==> config.mk <==
export PLATFORM = sky130hd
export DESIGN_NAME = multi_joint_pd_homing_controller_flat
export DESIGN_NICKNAME = d
export VERILOG_FILES = /design/src/rtl/mjpd_pkg.sv /design/src/rtl/mjpd_in_if.sv /design/src/rtl/mjpd_out_if.sv /design/src/rtl/mjpd_ram.sv /design/src/rtl/mjpd_mul.sv /design/src/rtl/mjpd_div.sv /design/src/rtl/multi_joint_pd_homing_controller.sv /design/src/flat_wrapper.sv
export SDC_FILE = /design/constraint.sdc
export NUM_CORES = 2
export LEC_CHECK = 0
export BUFFER_PORTS_ARGS = -buffer_cell sky130_fd_sc_hd__clkbuf_2
export CAP_MARGIN = 20
export CORE_ASPECT_RATIO = 1.4
export CORE_MARGIN = 3
export CORE_UTILIZATION = 30
export CTS_CLUSTER_DIAMETER = 30
export DETAILED_ROUTE_END_ITERATION = 10
export PLACE_DENSITY = 0.43
export SYNTH_ARGS = -nofsm -noshare
export SYNTH_HDL_FRONTEND = slang
export SYNTH_SLANG_ARGS = --single-unit
==> constraint.sdc <==
create_clock -name i_clk -period 8.6 [get_ports i_clk]
set_input_delay 0.86 -clock i_clk [delete_from_list [all_inputs] [get_ports i_clk]]
set_output_delay 0.86 -clock i_clk [all_outputs]
set_load 0.02 [all_outputs]
==> src/rtl/mjpd_pkg.sv <==
`timescale 1ns / 1ps
package mjpd_pkg;

    localparam int JOINTS   = 16;
    localparam int JOINT_AW = (JOINTS > 1) ? $clog2(JOINTS) : 1;

    localparam int POS_W  = 16;
    localparam int ERR_W  = 17;
    localparam int DIFF_W = 18;
    localparam int WORD_W = 3 * POS_W + ERR_W;

    // Serial multiplier and divider widths.
    localparam int MA_W   = 34;
    localparam int MB_W   = 20;
    localparam int PROD_W = 56;
    localparam int DVD_W  = PROD_W - 8;
    localparam int DVS_W  = 16;
    localparam int QUO_W  = DVD_W + 1;
    localparam int DCNT_W = $clog2(DVD_W);

    localparam int CFG_AW = 2;
    localparam int CFG_DW = 16;
    localparam int TOL_W  = 15;

    localparam logic [CFG_AW-1:0] REG_PROP_GAIN  = 2'd0;
    localparam logic [CFG_AW-1:0] REG_DERIV_GAIN = 2'd1;
    localparam logic [CFG_AW-1:0] REG_HOME_TOL   = 2'd2;

    localparam logic [1:0] CMD_SAMPLE  = 2'd0;
    localparam logic [1:0] CMD_CONTROL = 2'd1;
    localparam logic [1:0] CMD_LOAD    = 2'd2;

    localparam logic [DVS_W-1:0]        DEFAULT_PERIOD = 16'd10000;
    localparam logic [MB_W-1:0]         DERIV_SCALE    = 20'd1000000;
    localparam logic signed [QUO_W-1:0] HOMING_LIMIT   = 49'sd1229;
    localparam logic [TOL_W-1:0]        HOME_TOL_RESET = 15'd41;

    typedef enum logic [1:0] {
        MODE_HOMING   = 2'd0,
        MODE_HOLDING  = 2'd1,
        MODE_EXTERNAL = 2'd2
    } t_mode;

    typedef enum logic [3:0] {
        S_IDLE,
        S_READ,
        S_ERR,
        S_M1,
        S_M2,
        S_M3,
        S_M4,
        S_DIV,
        S_FIN
    } t_state;

endpackage

==> src/rtl/mjpd_in_if.sv <==
`timescale 1ns / 1ps
interface mjpd_in_if;
    logic               valid;
    logic               ready;
    logic [1:0]         cmd;
    logic [3:0]         joint;
    logic signed [15:0] measured_position;
    logic signed [15:0] measured_velocity;
    logic signed [15:0] effort;
    logic [15:0]        period_us;
    logic               last_joint;

    modport source (
        output valid, cmd, joint, measured_position, measured_velocity, effort,
               period_us, last_joint,
        input  ready
    );
    modport sink (
        input  valid, cmd, joint, measured_position, measured_velocity, effort,
               period_us, last_joint,
        output ready
    );
endinterface

==> src/rtl/mjpd_out_if.sv <==
`timescale 1ns / 1ps
interface mjpd_out_if;
    logic               valid;
    logic               ready;
    logic signed [15:0] torque;
    logic signed [15:0] reported_position;
    logic signed [15:0] reported_velocity;
    logic [1:0]         mode;

    modport source (
        output valid, torque, reported_position, reported_velocity, mode,
        input  ready
    );
    modport sink (
        input  valid, torque, reported_position, reported_velocity, mode,
        output ready
    );
endinterface

==> src/rtl/mjpd_ram.sv <==
`timescale 1ns / 1ps
module mjpd_ram #(
    parameter int WIDTH = 8,
    parameter int DEPTH = 16,
    parameter int AW    = (DEPTH > 1) ? $clog2(DEPTH) : 1
) (
    input  logic             i_clk,
    input  logic             i_we,
    input  logic [AW-1:0]    i_waddr,
    input  logic [WIDTH-1:0] i_wdata,
    input  logic [AW-1:0]    i_raddr,
    output logic [WIDTH-1:0] o_rdata
);
    logic [WIDTH-1:0] r_mem [DEPTH];
    logic [WIDTH-1:0] r_rdata;

    always_ff @(posedge i_clk) begin
        if (i_we) begin
            r_mem[i_waddr] <= i_wdata;
        end
        r_rdata <= r_mem[i_raddr];
    end

    assign o_rdata = r_rdata;
endmodule

==> src/rtl/mjpd_mul.sv <==
`timescale 1ns / 1ps
module mjpd_mul (
    input  logic                                 i_clk,
    input  logic                                 i_rst_n,
    input  logic                                 i_start,
    input  logic signed [mjpd_pkg::MA_W-1:0]     i_mcand,
    input  logic [mjpd_pkg::MB_W-1:0]            i_mplier,
    output logic                                 o_done,
    output logic signed [mjpd_pkg::PROD_W-1:0]   o_prod
);
    import mjpd_pkg::*;

    logic                     r_busy, n_busy;
    logic signed [PROD_W-1:0] r_acc, n_acc;
    logic signed [PROD_W-1:0] r_mcand, n_mcand;
    logic [MB_W-1:0]          r_mplier, n_mplier;

    // Shift-and-add, one multiplier bit per cycle; stops once no set bits remain.
    always_comb begin
        n_busy   = r_busy;
        n_acc    = r_acc;
        n_mcand  = r_mcand;
        n_mplier = r_mplier;
        if (i_start) begin
            n_busy   = 1'b1;
            n_acc    = '0;
            n_mcand  = PROD_W'(i_mcand);
            n_mplier = i_mplier;
        end else if (r_busy) begin
            if (r_mplier == '0) begin
                n_busy = 1'b0;
            end else begin
                if (r_mplier[0]) begin
                    n_acc = r_acc + r_mcand;
                end
                n_mcand  = r_mcand <<< 1;
                n_mplier = r_mplier >> 1;
            end
        end
    end

    always_ff @(posedge i_clk) begin
        if (!i_rst_n) begin
            r_busy <= 1'b0;
        end else begin
            r_busy <= n_busy;
        end
        r_acc    <= n_acc;
        r_mcand  <= n_mcand;
        r_mplier <= n_mplier;
    end

    assign o_done = r_busy && (r_mplier == '0);
    assign o_prod = r_acc;
endmodule

==> src/rtl/mjpd_div.sv <==
`timescale 1ns / 1ps
module mjpd_div (
    input  logic                                 i_clk,
    input  logic                                 i_rst_n,
    input  logic                                 i_start,
    input  logic signed [mjpd_pkg::DVD_W-1:0]    i_dividend,
    input  logic [mjpd_pkg::DVS_W-1:0]           i_divisor,
    output logic                                 o_done,
    output logic signed [mjpd_pkg::QUO_W-1:0]    o_quotient
);
    import mjpd_pkg::*;

    logic                    r_busy, n_busy;
    logic                    r_done, n_done;
    logic                    r_neg, n_neg;
    logic [DVD_W-1:0]        r_q, n_q;
    logic [DVS_W-1:0]        r_rem, n_rem;
    logic [DVS_W-1:0]        r_dvs, n_dvs;
    logic [DCNT_W-1:0]       r_cnt, n_cnt;
    logic [DVS_W:0]          w_trial;
    logic signed [QUO_W-1:0] w_mag;

    // Restoring division of the magnitude, one quotient bit per cycle.
    always_comb begin
        n_busy  = r_busy;
        n_done  = 1'b0;
        n_neg   = r_neg;
        n_q     = r_q;
        n_rem   = r_rem;
        n_dvs   = r_dvs;
        n_cnt   = r_cnt;
        w_trial = {r_rem, r_q[DVD_W-1]};
        if (i_start) begin
            n_busy = 1'b1;
            n_neg  = i_dividend[DVD_W-1];
            n_q    = i_dividend[DVD_W-1] ? DVD_W'(-i_dividend) : DVD_W'(i_dividend);
            n_rem  = '0;
            n_dvs  = i_divisor;
            n_cnt  = '0;
        end else if (r_busy) begin
            if (w_trial >= {1'b0, r_dvs}) begin
                n_rem = DVS_W'(w_trial - {1'b0, r_dvs});
                n_q   = {r_q[DVD_W-2:0], 1'b1};
            end else begin
                n_rem = DVS_W'(w_trial);
                n_q   = {r_q[DVD_W-2:0], 1'b0};
            end
            n_cnt = r_cnt + 1'b1;
            if (r_cnt == DCNT_W'(DVD_W - 1)) begin
                n_busy = 1'b0;
                n_done = 1'b1;
            end
        end
    end

    always_ff @(posedge i_clk) begin
        if (!i_rst_n) begin
            r_busy <= 1'b0;
            r_done <= 1'b0;
        end else begin
            r_busy <= n_busy;
            r_done <= n_done;
        end
        r_neg <= n_neg;
        r_q   <= n_q;
        r_rem <= n_rem;
        r_dvs <= n_dvs;
        r_cnt <= n_cnt;
    end

    // A negative quotient with a remainder rounds one further down.
    assign w_mag      = $signed({1'b0, r_q});
    assign o_quotient = r_neg ? (-w_mag - $signed(QUO_W'(r_rem != '0))) : w_mag;
    assign o_done     = r_done;
endmodule

==> src/rtl/multi_joint_pd_homing_controller.sv <==
`timescale 1ns / 1ps
// Channel   Port     Direction  Payload
// input     i_in     sink       cmd, joint, measured_position, measured_velocity,
//                               effort, period_us, last_joint
// output    o_out    source     torque, reported_position, reported_velocity, mode
// config    i_cfg_*  write      i_cfg_idx selects the register, i_cfg_data
//
// Samples, home loads and external-control ticks go from S_READ through S_ERR to S_FIN,
// then back to idle.
// A PD tick runs four serial multiplies (one multiplier bit per step up to its highest
// set bit) and the 48-step serial divider.
// Reset is synchronous and clears mode, flags, gains and the per-joint valid bits.
// A new word is accepted only in idle; a finished result waits in the output register.
module multi_joint_pd_homing_controller (
    input  logic                           i_clk,
    input  logic                           i_rst_n,
    input  logic                           i_cfg_we,
    input  logic [mjpd_pkg::CFG_AW-1:0]    i_cfg_idx,
    input  logic [mjpd_pkg::CFG_DW-1:0]    i_cfg_data,
    mjpd_in_if.sink                        i_in,
    mjpd_out_if.source                     o_out
);
    import mjpd_pkg::*;

    t_state r_state, n_state;
    t_mode  r_mode;
    logic   r_eff_nz, r_unhomed;

    logic [15:0]      r_kp, r_kd;
    logic [TOL_W-1:0] r_tol;

    logic [1:0]          r_cmd;
    logic [JOINT_AW-1:0] r_addr;
    logic                r_inrange;
    logic signed [15:0]  r_mpos, r_mvel, r_eff;
    logic [DVS_W-1:0]    r_per;
    logic                r_last;

    logic signed [POS_W-1:0]  r_home, r_held, r_cur;
    logic signed [ERR_W-1:0]  r_prev, r_err;
    logic signed [DIFF_W-1:0] r_diff;
    logic signed [PROD_W-1:0] r_num;
    logic signed [QUO_W-1:0]  r_torq;
    logic [JOINTS-1:0]        r_vld;

    logic               r_o_valid;
    logic signed [15:0] r_o_torque, r_o_rpos, r_o_rvel;
    logic [1:0]         r_o_mode;

    logic                     w_accept, w_ready, w_pd, w_free, w_commit;
    logic [WORD_W-1:0]        w_rdata, w_word;
    logic signed [ERR_W-1:0]  w_err;
    logic [ERR_W-1:0]         w_err_mag;
    logic signed [DIFF_W-1:0] w_diff;
    logic                     w_mul_start, w_mul_done, w_div_start, w_div_done;
    logic signed [MA_W-1:0]   w_mul_a;
    logic [MB_W-1:0]          w_mul_b;
    logic signed [PROD_W-1:0] w_prod, w_sum;
    logic signed [QUO_W-1:0]  w_quot;

    logic signed [POS_W-1:0] w_n_home, w_n_held, w_n_cur;
    logic signed [ERR_W-1:0] w_n_prev;
    logic signed [15:0]      w_torque, w_rpos, w_rvel;
    t_mode                   w_n_mode;
    logic                    w_n_eff_nz, w_n_unhomed;

    assign w_accept = i_in.valid && i_in.ready;
    assign w_free   = !r_o_valid || o_out.ready;
    assign w_commit = (r_state == S_FIN) && w_free;
    assign w_pd     = (r_cmd == CMD_CONTROL) && r_inrange && (r_mode != MODE_EXTERNAL);

    // Error of this joint toward its target, taken from the words read in S_READ.
    always_comb begin
        if (r_mode == MODE_HOMING) begin
            w_err = ERR_W'(r_home) - ERR_W'(r_held);
        end else begin
            w_err = ERR_W'(r_held) - ERR_W'(r_cur);
        end
        w_diff    = DIFF_W'(w_err) - DIFF_W'(r_prev);
        w_err_mag = r_err[ERR_W-1] ? ERR_W'(-r_err) : ERR_W'(r_err);
        w_sum     = r_num + w_prod;
    end

    always_comb begin
        n_state = r_state;
        unique case (r_state)
            S_IDLE: if (w_accept) n_state = S_READ;
            S_READ: n_state = S_ERR;
            S_ERR:  n_state = w_pd ? S_M1 : S_FIN;
            S_M1:   if (w_mul_done) n_state = S_M2;
            S_M2:   if (w_mul_done) n_state = S_M3;
            S_M3:   if (w_mul_done) n_state = S_M4;
            S_M4:   if (w_mul_done) n_state = S_DIV;
            S_DIV:  if (w_div_done) n_state = S_FIN;
            S_FIN:  if (w_free) n_state = S_IDLE;
            default: n_state = S_IDLE;
        endcase
    end

    // The numerator is prop*err*period + deriv*diff*1e6, built by one shared multiplier.
    always_comb begin
        w_ready     = 1'b0;
        w_mul_start = 1'b0;
        w_mul_a     = '0;
        w_mul_b     = '0;
        w_div_start = 1'b0;
        unique case (r_state)
            S_IDLE: w_ready = 1'b1;
            S_ERR: begin
                w_mul_start = w_pd;
                w_mul_a     = MA_W'(w_err);
                w_mul_b     = MB_W'(r_kp);
            end
            S_M1: begin
                w_mul_start = w_mul_done;
                w_mul_a     = MA_W'(w_prod);
                w_mul_b     = MB_W'(r_per);
            end
            S_M2: begin
                w_mul_start = w_mul_done;
                w_mul_a     = MA_W'(r_diff);
                w_mul_b     = MB_W'(r_kd);
            end
            S_M3: begin
                w_mul_start = w_mul_done;
                w_mul_a     = MA_W'(w_prod);
                w_mul_b     = DERIV_SCALE;
            end
            S_M4: w_div_start = w_mul_done;
            default: ;
        endcase
    end

    mjpd_mul u_mul (
        .i_clk    (i_clk),
        .i_rst_n  (i_rst_n),
        .i_start  (w_mul_start),
        .i_mcand  (w_mul_a),
        .i_mplier (w_mul_b),
        .o_done   (w_mul_done),
        .o_prod   (w_prod)
    );

    // Dividing by 256 first and then by the period gives the same floor.
    mjpd_div u_div (
        .i_clk      (i_clk),
        .i_rst_n    (i_rst_n),
        .i_start    (w_div_start),
        .i_dividend (DVD_W'(w_sum >>> 8)),
        .i_divisor  (r_per),
        .o_done     (w_div_done),
        .o_quotient (w_quot)
    );

    mjpd_ram #(
        .WIDTH (WORD_W),
        .DEPTH (JOINTS)
    ) u_ram (
        .i_clk   (i_clk),
        .i_we    (w_commit && r_inrange),
        .i_waddr (r_addr),
        .i_wdata ({w_n_home, w_n_held, w_n_cur, w_n_prev}),
        .i_raddr (JOINT_AW'(i_in.joint)),
        .o_rdata (w_rdata)
    );

    assign w_word = r_vld[r_addr] ? w_rdata : '0;

    // Result and state update for the word being finished.
    always_comb begin
        w_n_home    = r_home;
        w_n_held    = r_held;
        w_n_cur     = r_cur;
        w_n_prev    = r_prev;
        w_torque    = '0;
        w_rpos      = '0;
        w_rvel      = '0;
        w_n_mode    = r_mode;
        w_n_eff_nz  = r_eff_nz;
        w_n_unhomed = r_unhomed;
        if (r_inrange) begin
            case (r_cmd)
                CMD_SAMPLE: begin
                    if (r_mode == MODE_HOMING) begin
                        w_n_held = r_mpos;
                        w_n_cur  = r_home;
                        w_rpos   = r_home;
                    end else begin
                        w_n_cur = r_mpos;
                        w_rpos  = r_mpos;
                        w_rvel  = r_mvel;
                        if (r_mode == MODE_EXTERNAL) begin
                            w_n_held = r_mpos;
                        end
                    end
                end
                CMD_CONTROL: begin
                    if (r_eff != '0) begin
                        w_n_eff_nz = 1'b1;
                    end
                    unique case (r_mode)
                        MODE_HOMING: begin
                            w_n_prev = r_err;
                            if (r_torq > HOMING_LIMIT) begin
                                w_torque = 16'(HOMING_LIMIT);
                            end else if (r_torq < -HOMING_LIMIT) begin
                                w_torque = 16'(-HOMING_LIMIT);
                            end else begin
                                w_torque = 16'(r_torq);
                            end
                            if (w_err_mag > {2'b00, r_tol}) begin
                                w_n_unhomed = 1'b1;
                            end
                        end
                        MODE_EXTERNAL: w_torque = r_eff;
                        default: begin
                            w_n_prev = r_err;
                            if (r_torq > QUO_W'(32767)) begin
                                w_torque = 16'sh7FFF;
                            end else if (r_torq < -QUO_W'(32768)) begin
                                w_torque = 16'sh8000;
                            end else begin
                                w_torque = 16'(r_torq);
                            end
                        end
                    endcase
                    if (r_last) begin
                        unique case (r_mode)
                            MODE_HOMING:   if (!w_n_unhomed) w_n_mode = MODE_HOLDING;
                            MODE_EXTERNAL: if (!w_n_eff_nz) w_n_mode = MODE_HOLDING;
                            default:       if (w_n_eff_nz) w_n_mode = MODE_EXTERNAL;
                        endcase
                        w_n_eff_nz  = 1'b0;
                        w_n_unhomed = 1'b0;
                    end
                end
                CMD_LOAD: w_n_home = r_mpos;
                default: ;
            endcase
        end
    end

    always_ff @(posedge i_clk) begin
        if (!i_rst_n) begin
            r_state   <= S_IDLE;
            r_mode    <= MODE_HOMING;
            r_eff_nz  <= 1'b0;
            r_unhomed <= 1'b0;
            r_vld     <= '0;
            r_o_valid <= 1'b0;
            r_kp      <= '0;
            r_kd      <= '0;
            r_tol     <= HOME_TOL_RESET;
        end else begin
            r_state <= n_state;
            if (i_cfg_we) begin
                case (i_cfg_idx)
                    REG_PROP_GAIN:  r_kp  <= i_cfg_data;
                    REG_DERIV_GAIN: r_kd  <= i_cfg_data;
                    REG_HOME_TOL:   r_tol <= TOL_W'(i_cfg_data);
                    default: ;
                endcase
            end
            if (w_commit) begin
                r_mode    <= w_n_mode;
                r_eff_nz  <= w_n_eff_nz;
                r_unhomed <= w_n_unhomed;
                r_o_valid <= 1'b1;
                if (r_inrange) begin
                    r_vld[r_addr] <= 1'b1;
                end
            end else if (o_out.ready) begin
                r_o_valid <= 1'b0;
            end
        end
    end

    always_ff @(posedge i_clk) begin
        if (w_accept) begin
            r_cmd     <= i_in.cmd;
            r_addr    <= JOINT_AW'(i_in.joint);
            r_inrange <= int'(i_in.joint) < JOINTS;
            r_mpos    <= i_in.measured_position;
            r_mvel    <= i_in.measured_velocity;
            r_eff     <= i_in.effort;
            r_per     <= (i_in.period_us == '0) ? DEFAULT_PERIOD : i_in.period_us;
            r_last    <= i_in.last_joint;
        end
        if (r_state == S_READ) begin
            {r_home, r_held, r_cur, r_prev} <= w_word;
        end
        if (r_state == S_ERR) begin
            r_err  <= w_err;
            r_diff <= w_diff;
        end
        if (r_state == S_M2 && w_mul_done) begin
            r_num <= w_prod;
        end
        if (w_div_done) begin
            r_torq <= w_quot;
        end
        if (w_commit) begin
            r_o_torque <= w_torque;
            r_o_rpos   <= w_rpos;
            r_o_rvel   <= w_rvel;
            r_o_mode   <= w_n_mode;
        end
    end

    assign i_in.ready              = w_ready;
    assign o_out.valid             = r_o_valid;
    assign o_out.torque            = r_o_torque;
    assign o_out.reported_position = r_o_rpos;
    assign o_out.reported_velocity = r_o_rvel;
    assign o_out.mode              = r_o_mode;

    a_accept_reads: assert property (@(posedge i_clk) disable iff (!i_rst_n)
        w_accept |=> r_state == S_READ)
        else $error("accepted word did not start a RAM read");

    a_mode_at_frame_end: assert property (@(posedge i_clk) disable iff (!i_rst_n)
        ($past(i_rst_n) && r_mode != $past(r_mode))
            |-> $past(w_commit && r_cmd == CMD_CONTROL && r_last))
        else $error("mode changed outside a frame-end control tick");

    a_result_from_commit: assert property (@(posedge i_clk) disable iff (!i_rst_n)
        ($past(i_rst_n) && $rose(r_o_valid)) |-> $past(w_commit))
        else $error("result appeared without a commit");

    a_div_nonzero: assert property (@(posedge i_clk) disable iff (!i_rst_n)
        w_div_start |-> r_per != '0)
        else $error("divider started with a zero period");

    a_pd_only: assert property (@(posedge i_clk) disable iff (!i_rst_n)
        w_mul_start |-> w_pd)
        else $error("multiplier started on a word without PD work");
endmodule

==> src/flat_wrapper.sv <==
// flat-port wrapper written by rule: the top's interface ports become plain ports
module multi_joint_pd_homing_controller_flat import mjpd_pkg::*;
  (i_clk, i_rst_n, i_cfg_we, i_cfg_idx, i_cfg_data, i_in_valid, i_in_cmd, i_in_joint, i_in_measured_position, i_in_measured_velocity, i_in_effort, i_in_period_us, i_in_last_joint, i_in_ready, o_out_valid, o_out_torque, o_out_reported_position, o_out_reported_velocity, o_out_mode, o_out_ready);
  mjpd_in_if i_in_i ();
  mjpd_out_if o_out_i ();
  input  logic i_clk;
  input  logic i_rst_n;
  input  logic i_cfg_we;
  input  logic [mjpd_pkg::CFG_AW-1:0] i_cfg_idx;
  input  logic [mjpd_pkg::CFG_DW-1:0] i_cfg_data;
  input wire logic [$bits(i_in_i.valid)-1:0] i_in_valid;
  input wire logic [$bits(i_in_i.cmd)-1:0] i_in_cmd;
  input wire logic [$bits(i_in_i.joint)-1:0] i_in_joint;
  input wire logic [$bits(i_in_i.measured_position)-1:0] i_in_measured_position;
  input wire logic [$bits(i_in_i.measured_velocity)-1:0] i_in_measured_velocity;
  input wire logic [$bits(i_in_i.effort)-1:0] i_in_effort;
  input wire logic [$bits(i_in_i.period_us)-1:0] i_in_period_us;
  input wire logic [$bits(i_in_i.last_joint)-1:0] i_in_last_joint;
  output wire logic [$bits(i_in_i.ready)-1:0] i_in_ready;
  output wire logic [$bits(o_out_i.valid)-1:0] o_out_valid;
  output wire logic [$bits(o_out_i.torque)-1:0] o_out_torque;
  output wire logic [$bits(o_out_i.reported_position)-1:0] o_out_reported_position;
  output wire logic [$bits(o_out_i.reported_velocity)-1:0] o_out_reported_velocity;
  output wire logic [$bits(o_out_i.mode)-1:0] o_out_mode;
  input wire logic [$bits(o_out_i.ready)-1:0] o_out_ready;
  assign i_in_i.valid = i_in_valid;
  assign i_in_i.cmd = i_in_cmd;
  assign i_in_i.joint = i_in_joint;
  assign i_in_i.measured_position = i_in_measured_position;
  assign i_in_i.measured_velocity = i_in_measured_velocity;
  assign i_in_i.effort = i_in_effort;
  assign i_in_i.period_us = i_in_period_us;
  assign i_in_i.last_joint = i_in_last_joint;
  assign i_in_ready = i_in_i.ready;
  assign o_out_valid = o_out_i.valid;
  assign o_out_torque = o_out_i.torque;
  assign o_out_reported_position = o_out_i.reported_position;
  assign o_out_reported_velocity = o_out_i.reported_velocity;
  assign o_out_mode = o_out_i.mode;
  assign o_out_i.ready = o_out_ready;
  multi_joint_pd_homing_controller u_core (.i_clk(i_clk), .i_rst_n(i_rst_n), .i_cfg_we(i_cfg_we), .i_cfg_idx(i_cfg_idx), .i_cfg_data(i_cfg_data), .i_in(i_in_i), .o_out(o_out_i));
endmodule
# After elaboration in Yosys (flattened, before gate mapping)
# Memories as Yosys holds them, arrays and structs flattened. A register that Yosys moved wholly into a read port is not among the register bits.
# Cells that the tools add are included.
totals:
  output_inout_bits: 52
  reg_bits: 620
  romBits: 0
  mem_bits_rw: 1040
  elab_cells: 187
  mem_count: 1
  latch_bits: 0
  inputBits: 94
memory_table:
  columns: ["memory", "depth", "word_bits", "rd", "rd_ports_with_merged_regs", "wr", "line", "rtl"]
  rows:
  - ["u_core.u_ram.r_mem", 16, 65, 1, 1, 1, "mjpd_ram.sv:14", "logic [WIDTH-1:0] r_mem [DEPTH];"]
op_classes:
  n_bitwise: 5
  reduce_logical: 30
  order_cmp: 8
  n_mux: 69
  div: 0
  mul: 0
  n_addsub: 11
  n_eq_ne: 23
  n_shift: 0
ops:
  columns: ["cell", "n"]
  rows:
  - ["$mux W48", 4]
  - ["$mux W16", 11]
  - ["$mux W56", 3]
  - ["$add A56 B56 Y56", 2]
  - ["$pmux W34 S3", 1]
  - ["$pmux W20 S4", 1]
  - ["$mux W17", 4]
  - ["$mux W20", 3]
  - ["$gt A49 B12 Y1 const B", 1]
  - ["$gt A49 B16 Y1 const B", 1]
  - ["$lt A49 B12 Y1 const B", 1]
  - ["$lt A49 B16 Y1 const B", 1]
  - ["$neg A48 Y49", 1]
  - ["$sub A49 B2 Y49", 1]
  - ["$neg A48 Y48", 1]
  - ["$pmux W4 S9", 1]
  - ["$sub A16 B16 Y17", 2]
  - ["$mux W4", 8]
  - ["$pmux W16 S2", 1]
  - ["$reduce_bool A16 Y1", 2]
  - ["$mux W1", 23]
  - ["$logic_not A20 Y1", 1]
  - ["$sub A17 B17 Y18", 1]
  - ["$ge A17 B16 Y1", 1]
  - ["34 further kinds", 70]

# Depth between registers and ports, before layout
depth:
  word_depth: 10
  depth_mapped: 21
  ltp_nobuf: 21

# Hierarchy
# Synthesis repeated with hierarchy kept, for this count alone.
unflattened:
  cells_unflattened: 5595
  area_unflattened_um2: 78019.8
by_module_without_submodules:
  columns: ["mod", "cells_per_inst", "instances", "area_per_inst_um2", "seq_area_each_um2"]
  rows:
  - ["mjpd_ram", 1673, 1, 40243.6, 32531.2]
  - ["multi_joint_pd_homing_controller", 1963, 1, 20865.0, 11230.8]
  - ["mjpd_div", 1081, 1, 8648.3, 2432.3]
  - ["mjpd_mul", 878, 1, 8262.9, 3423.3]

# Least setup slack after synthesis
# No wires, ideal clock.
synth_path:
  path_kind: "reg2reg"
  startpoint: "register u_core.r_state[3]"
  endpoint: "memory u_core.u_ram.r_mem[8][0] in the netlist's numbering, enable pin"
  arrival_ns: 7.303
  stages_incl_launch_ff: 7
  setup_ns: 0.570
  path_buffers: 1
  required_time_ns: 8.030
  period_less_slack_ns: 7.873
  path_slack_ns: 0.727
  path_cell_list: "dfxtp_1 > clkbuf_1 > or4b_2 > nand2b_1 > inv_1 > nand3b_1 > nor3_1"
synth_between:
  elab_chain_cells: 4
synth_rtl:
  columns: ["element", "line", "rtl"]
  rows:
  - ["from (decl)", "multi_joint_pd_homing_controller.sv:25", "t_state r_state, n_state;"]
  - ["from (signal assigned)", "multi_joint_pd_homing_controller.sv:255", "r_state <= n_state;"]
  - ["$eq A4 B4 Y1", "multi_joint_pd_homing_controller.sv:69", "assign w_commit = (r_state == S_FIN) && w_free;"]
  - ["$logic_and A1 B1 Y1", "multi_joint_pd_homing_controller.sv:69", null]
  - ["named net u_core.u_ram.i_we", "mjpd_ram.sv:8", "input logic i_we,"]
  - ["$mux W1", "mjpd_ram.sv:18", "if (i_we) begin"]
  - ["$mux W1 (not written as such)", "mjpd_ram.sv:19", "r_mem[i_waddr] <= i_wdata;"]
  - ["to (decl)", "mjpd_ram.sv:14", null]
# The timed path passes the listed nets, and every way through them passes these cells.

# Worst setup path after layout
layout_path:
  startpoint: "register u_core.u_mul.r_acc[22], in the netlist u_core.u_mul.o_prod[22]"
  endpoint: "register u_core.u_div.r_q[9] (data pin)"
layout_between:
  elab_chain_cells: 3
layout_rtl:
  columns: ["element", "line", "rtl"]
  rows:
  - ["from (decl)", "mjpd_mul.sv:14", "logic signed [PROD_W-1:0] r_acc, n_acc;"]
  - ["from (signal assigned)", "mjpd_mul.sv:48", "r_acc <= n_acc;"]
  - ["$add A56 B56 Y56", "multi_joint_pd_homing_controller.sv:81", "w_sum = r_num + w_prod;"]
  - ["$mux W48", "mjpd_div.sv:36", "n_q = i_dividend[DVD_W-1] ? DVD_W'(-i_dividend) : DVD_W'(i_dividend);"]
  - ["$mux W48", "mjpd_div.sv:33", "if (i_start) begin"]
  - ["named net u_core.u_div.n_q[9]", "mjpd_div.sv:16", "logic [DVD_W-1:0] r_q, n_q;"]
  - ["to (signal assigned)", "mjpd_div.sv:65", "r_q <= n_q;"]
  - ["to (decl)", "mjpd_div.sv:16", null]
# The timed path passes the listed nets, and every way through them passes these cells.
# A chain may end at the register's enable or synchronous reset.

==> impl_metrics.py <==
metrics = {
    "cells_and_area": {
        "drive_above_1_share_pct": 21.4,
        "fin_area_um2": 95800,
        "fill_cells": 24600,
        "area_delta_synth_final_pct": 22.8,
        "fin_cells": 9584,
        "nNetsFinal": 6177,
        "finish.utilization_pct": 37.2,
    },
    "global_route": {
        "grt_overflow_total": 0,
        "grt_max_degree": 122,
        "grt_pass1_vias": 50600,
        "antenna_found_initial": 10,
        "track_usage_pct": 17.5,
        "grt_pass1_wl_um": 346000,
    },
    "drt": {
        "via_per_inst": 5.02,
        "drt-wirelength-per-cell_um": 24.7,
        "drt-initial-drc-count": 3083,
        "drcViolationCount": 0,
        "wl_um": 237000,
        "drt-pass1-iter-count": 6,
        "drtAntennaViolNets": 0,
        "num_vias": 48100,
    },
    "sta": {
        "setup_tns_ps": 0,
        "worst_pin_slew_ps": 1140,
        "max_freq_mhz": 180,
        "drv_slew": 0,
        "grt_setup_unrepaired": "false",
        "maxSlewHeadroom_pct": 23.4,
        "period_needed_ps": 5560,
        "hold_viol_final": 0,
        "fin_ws_ps": 3040,
        "setup_viol": 0,
        "finalCritPeriodShare_pct": 64.6,
        "skew_ps": 101,
    },
    "critical_path": {
        "critPathCaptureType": "flop",
        "startpoint_type": "flop",
        "regToRegSetupSlack_ps": 3040,
        "worstPathArrival_ps": 6050,
        "crit_type": "reg -> reg",
        "worstPathRequired_ps": 9090,
        "path_max_fanout": 38,
    },
    "place": {
        "dp.cells": 8913,
        "portBuffers": 145,
        "placed_area_um2": 83200,
        "globalplace.congestion": 0.885,
        "dp_slack_ps": 3050,
        "dp.final_hpwl_um": 150000,
    },
    "yosys": {
        "syn_nets": 5810,
        "synth-main-ff-cell": "edfxtp_1",
        "synth_edf_count": 1507,
        "synthTopCellsByArea": "edfxtp_1 (58%), mux4_2 (9.5%), dfxtp_1 (5.6%), ha_1 (3.9%), nand2_1 (2.4%)",
        "yosysMostFrequentCell": "edfxtp_1",
        "synth.cell_area_um2": 78000,
        "syn_inst": 5469,
        "yosysTopAreaCellShare_pct": 58.0,
        "seq_area_frac_synth_pct": 63.6,
        "yosysTopAreaCell": "edfxtp_1",
        "ys_top_cells_by_count": "edfxtp_1 (1507), nand2_1 (505), a21oi_1 (348)",
        "avgSynthCellArea_um2": 14.3,
        "synth_cell_types": 94,
        "yosysWarnings": 0,
        "synth-seq-cells": 1725,
        "async_flop_share_pct": 0,
    },
    "floorplanning": {
        "rows": 220,
        "fp.coreArea_um2": 258000,
        "start_util_pct": 30.3,
        "die-width_um": 437,
        "dieArea_um2": 266000,
        "die_h_um": 609,
        "num_io_pins": 146,
    },
    "cts": {
        "cts_buffers": 361,
        "hold_buffers": 0,
        "postCtsResizedCells": 0,
        "h-tree-depth": 5,
        "cts_num_sinks": 1725,
        "clockRootBuffer": "clkbuf_16",
        "clockBufferDepth": 4,
        "path_clk_slew_ps": 60,
        "clock_latency_ps": 880,
        "cts_tree": "yes",
        "post_cts_buffers": 0,
    },
    "flow_run": {
        "drv_cap": 0,
    },
    "power_and_ir_drop": {
        "ir_drop_mv": 0.219,
        "power_density_nw_per_um2": 297,
        "p_leak_nw": 34.2,
    },
    "status": {
        "status": "finished clean",
    },
    "worst_hold_path": {
        "hold_path_class": "in -> reg",
    },
}
==> sequential cells by signal, summed over array words and instances, names as in the netlist, 17 cells and up <==
| signal | cells |
|---|---|
| u_core.r_torq | 49 |
| u_core.u_mul.o_prod | 56 |
| u_core.r_err | 17 |
| u_core.u_ram.r_mem | 1040 |
| u_core.u_div.r_q | 48 |
| u_core.u_mul.r_mcand | 56 |
| u_core.u_mul.r_mplier | 20 |
| u_core.u_ram.o_rdata | 65 |
| u_core.r_diff | 18 |
| u_core.r_num | 56 |
| u_core.r_prev | 17 |
==> cells by family after synthesis <==
group	count (synthesis)	share of synthesized area (%)
flops	1725	63.6
simple gates	1262	7.71
xor+xnor	218	2.45
buf+inv	470	2.33
compound gates	1174	9.76
mux	373	10.1
fa+ha+maj	247	4.01
==> metal layers <==
| layer | wire [um] | vias up | GRT usage (%) |
|---|---|---|---|
| met4 | 5770 | 0 | 4.80 |
| met3 | 9530 | 373 | 2.72 |
| met5 | 0 | - | 0 |
| met2 | 126000 | 1115 | 32.4 |
| li1 | - | 22000 | - |
| met1 | 95200 | 24600 | 20.8 |
==> worst max-delay path: stages, from the launching register on <==
cell and delay (ps):
dfxtp_1 370, ha_1 550, nand2_1 150, o21ai_0 740, nand3b_1 160, o211ai_1 270, a22oi_1 270, a41o_1 260
a21oi_1 280, mux2_2 210, nand4_1 710, inv_1 200, buf_4 410, o21ai_0 200, xnor2_1 320, o21ai_0 130
==> cell usage in the layout (no fill, tap or decap), types with 26 or more instances in the layout <==
cell type / Yosys / final
clkbuf_2: 0 / 141
nor4_1: 37 / 37
nor3_1: 64 / 57
xnor2_1: 137 / 137
clkbuf_16: 0 / 371
edfxtp_1: 1507 / 1507
clkinv_4: 0 / 37
o21ai_0: 250 / 241
inv_6: 0 / 29
and3_1: 34 / 33
nand3_1: 67 / 67
inv_1: 212 / 211
nand4_1: 46 / 46
a222oi_1: 28 / 28
nor2b_1: 30 / 30
o21a_1: 67 / 67
ha_1: 242 / 242
clkbuf_1: 205 / 30
and2_1: 84 / 82
a211oi_1: 30 / 30
nand2b_1: 39 / 37
clkinv_1: 0 / 34
or3_1: 27 / 27
a21o_1: 134 / 134
mux4_2: 330 / 329
clkinv_2: 0 / 51
a21boi_0: 60 / 60
dfxtp_1: 218 / 217
bufinv_16: 0 / 51
a21oi_1: 348 / 347
clkinvlp_4: 0 / 41
nor2_1: 243 / 226
xor2_1: 81 / 81
nand2_1: 505 / 503
buf_4: 1 / 109
a31oi_1: 27 / 26
o31ai_1: 29 / 29
==> report_power, final <==
group	internal (mW)	switching [mW]	total (mW)
clock network	9.56	4.68	14.2
logic	1.49	2.64	4.13
registers	9.78	0.313	10.1
total	20.8	7.63	28.5
==> path summary, 6_finish.rpt <==
| path | startpoint | endpoint | depth (start not counted) |
|---|---|---|---|
| max | u_core.u_mul.o_prod[22] | u_core.u_div.r_q[9] | 15 |
| min | i_in_measured_position[9] | u_core.r_mpos[9] | 1 |
| max reg2reg | u_core.u_mul.o_prod[22] | u_core.u_div.r_q[9] | 15 |
| min reg2reg | u_core.r_kd[6] | u_core.r_kd[6] | 2 |
==> metrics by stage <==
stage / power (mW) / hold slack, ps
after floorplan: 12.9 / 427
after global placement: 14.4 / 445
after CTS: 28.8 / 74.6
after detailed placement: 14.4 / 452
final: 28.5 / 151
after global routing: 29.6 / 99.0
==> layout make-up <==
type | count | area (um2) | share of cell area [%]
antenna | 3 | 7.51 | 0.00784
clock buffer | 417 | 9620 | 10.0
clock inverter | 250 | 2950 | 3.08
inverter | 212 | 797 | 0.832
multi-input combinational | 3274 | 26800 | 27.9
sequential | 1725 | 49600 | 51.8
tap | 3441 | 4310 | 4.50
timing repair buffer | 262 | 1710 | 1.79
No activity file was read; power rests on OpenSTA's default activity.
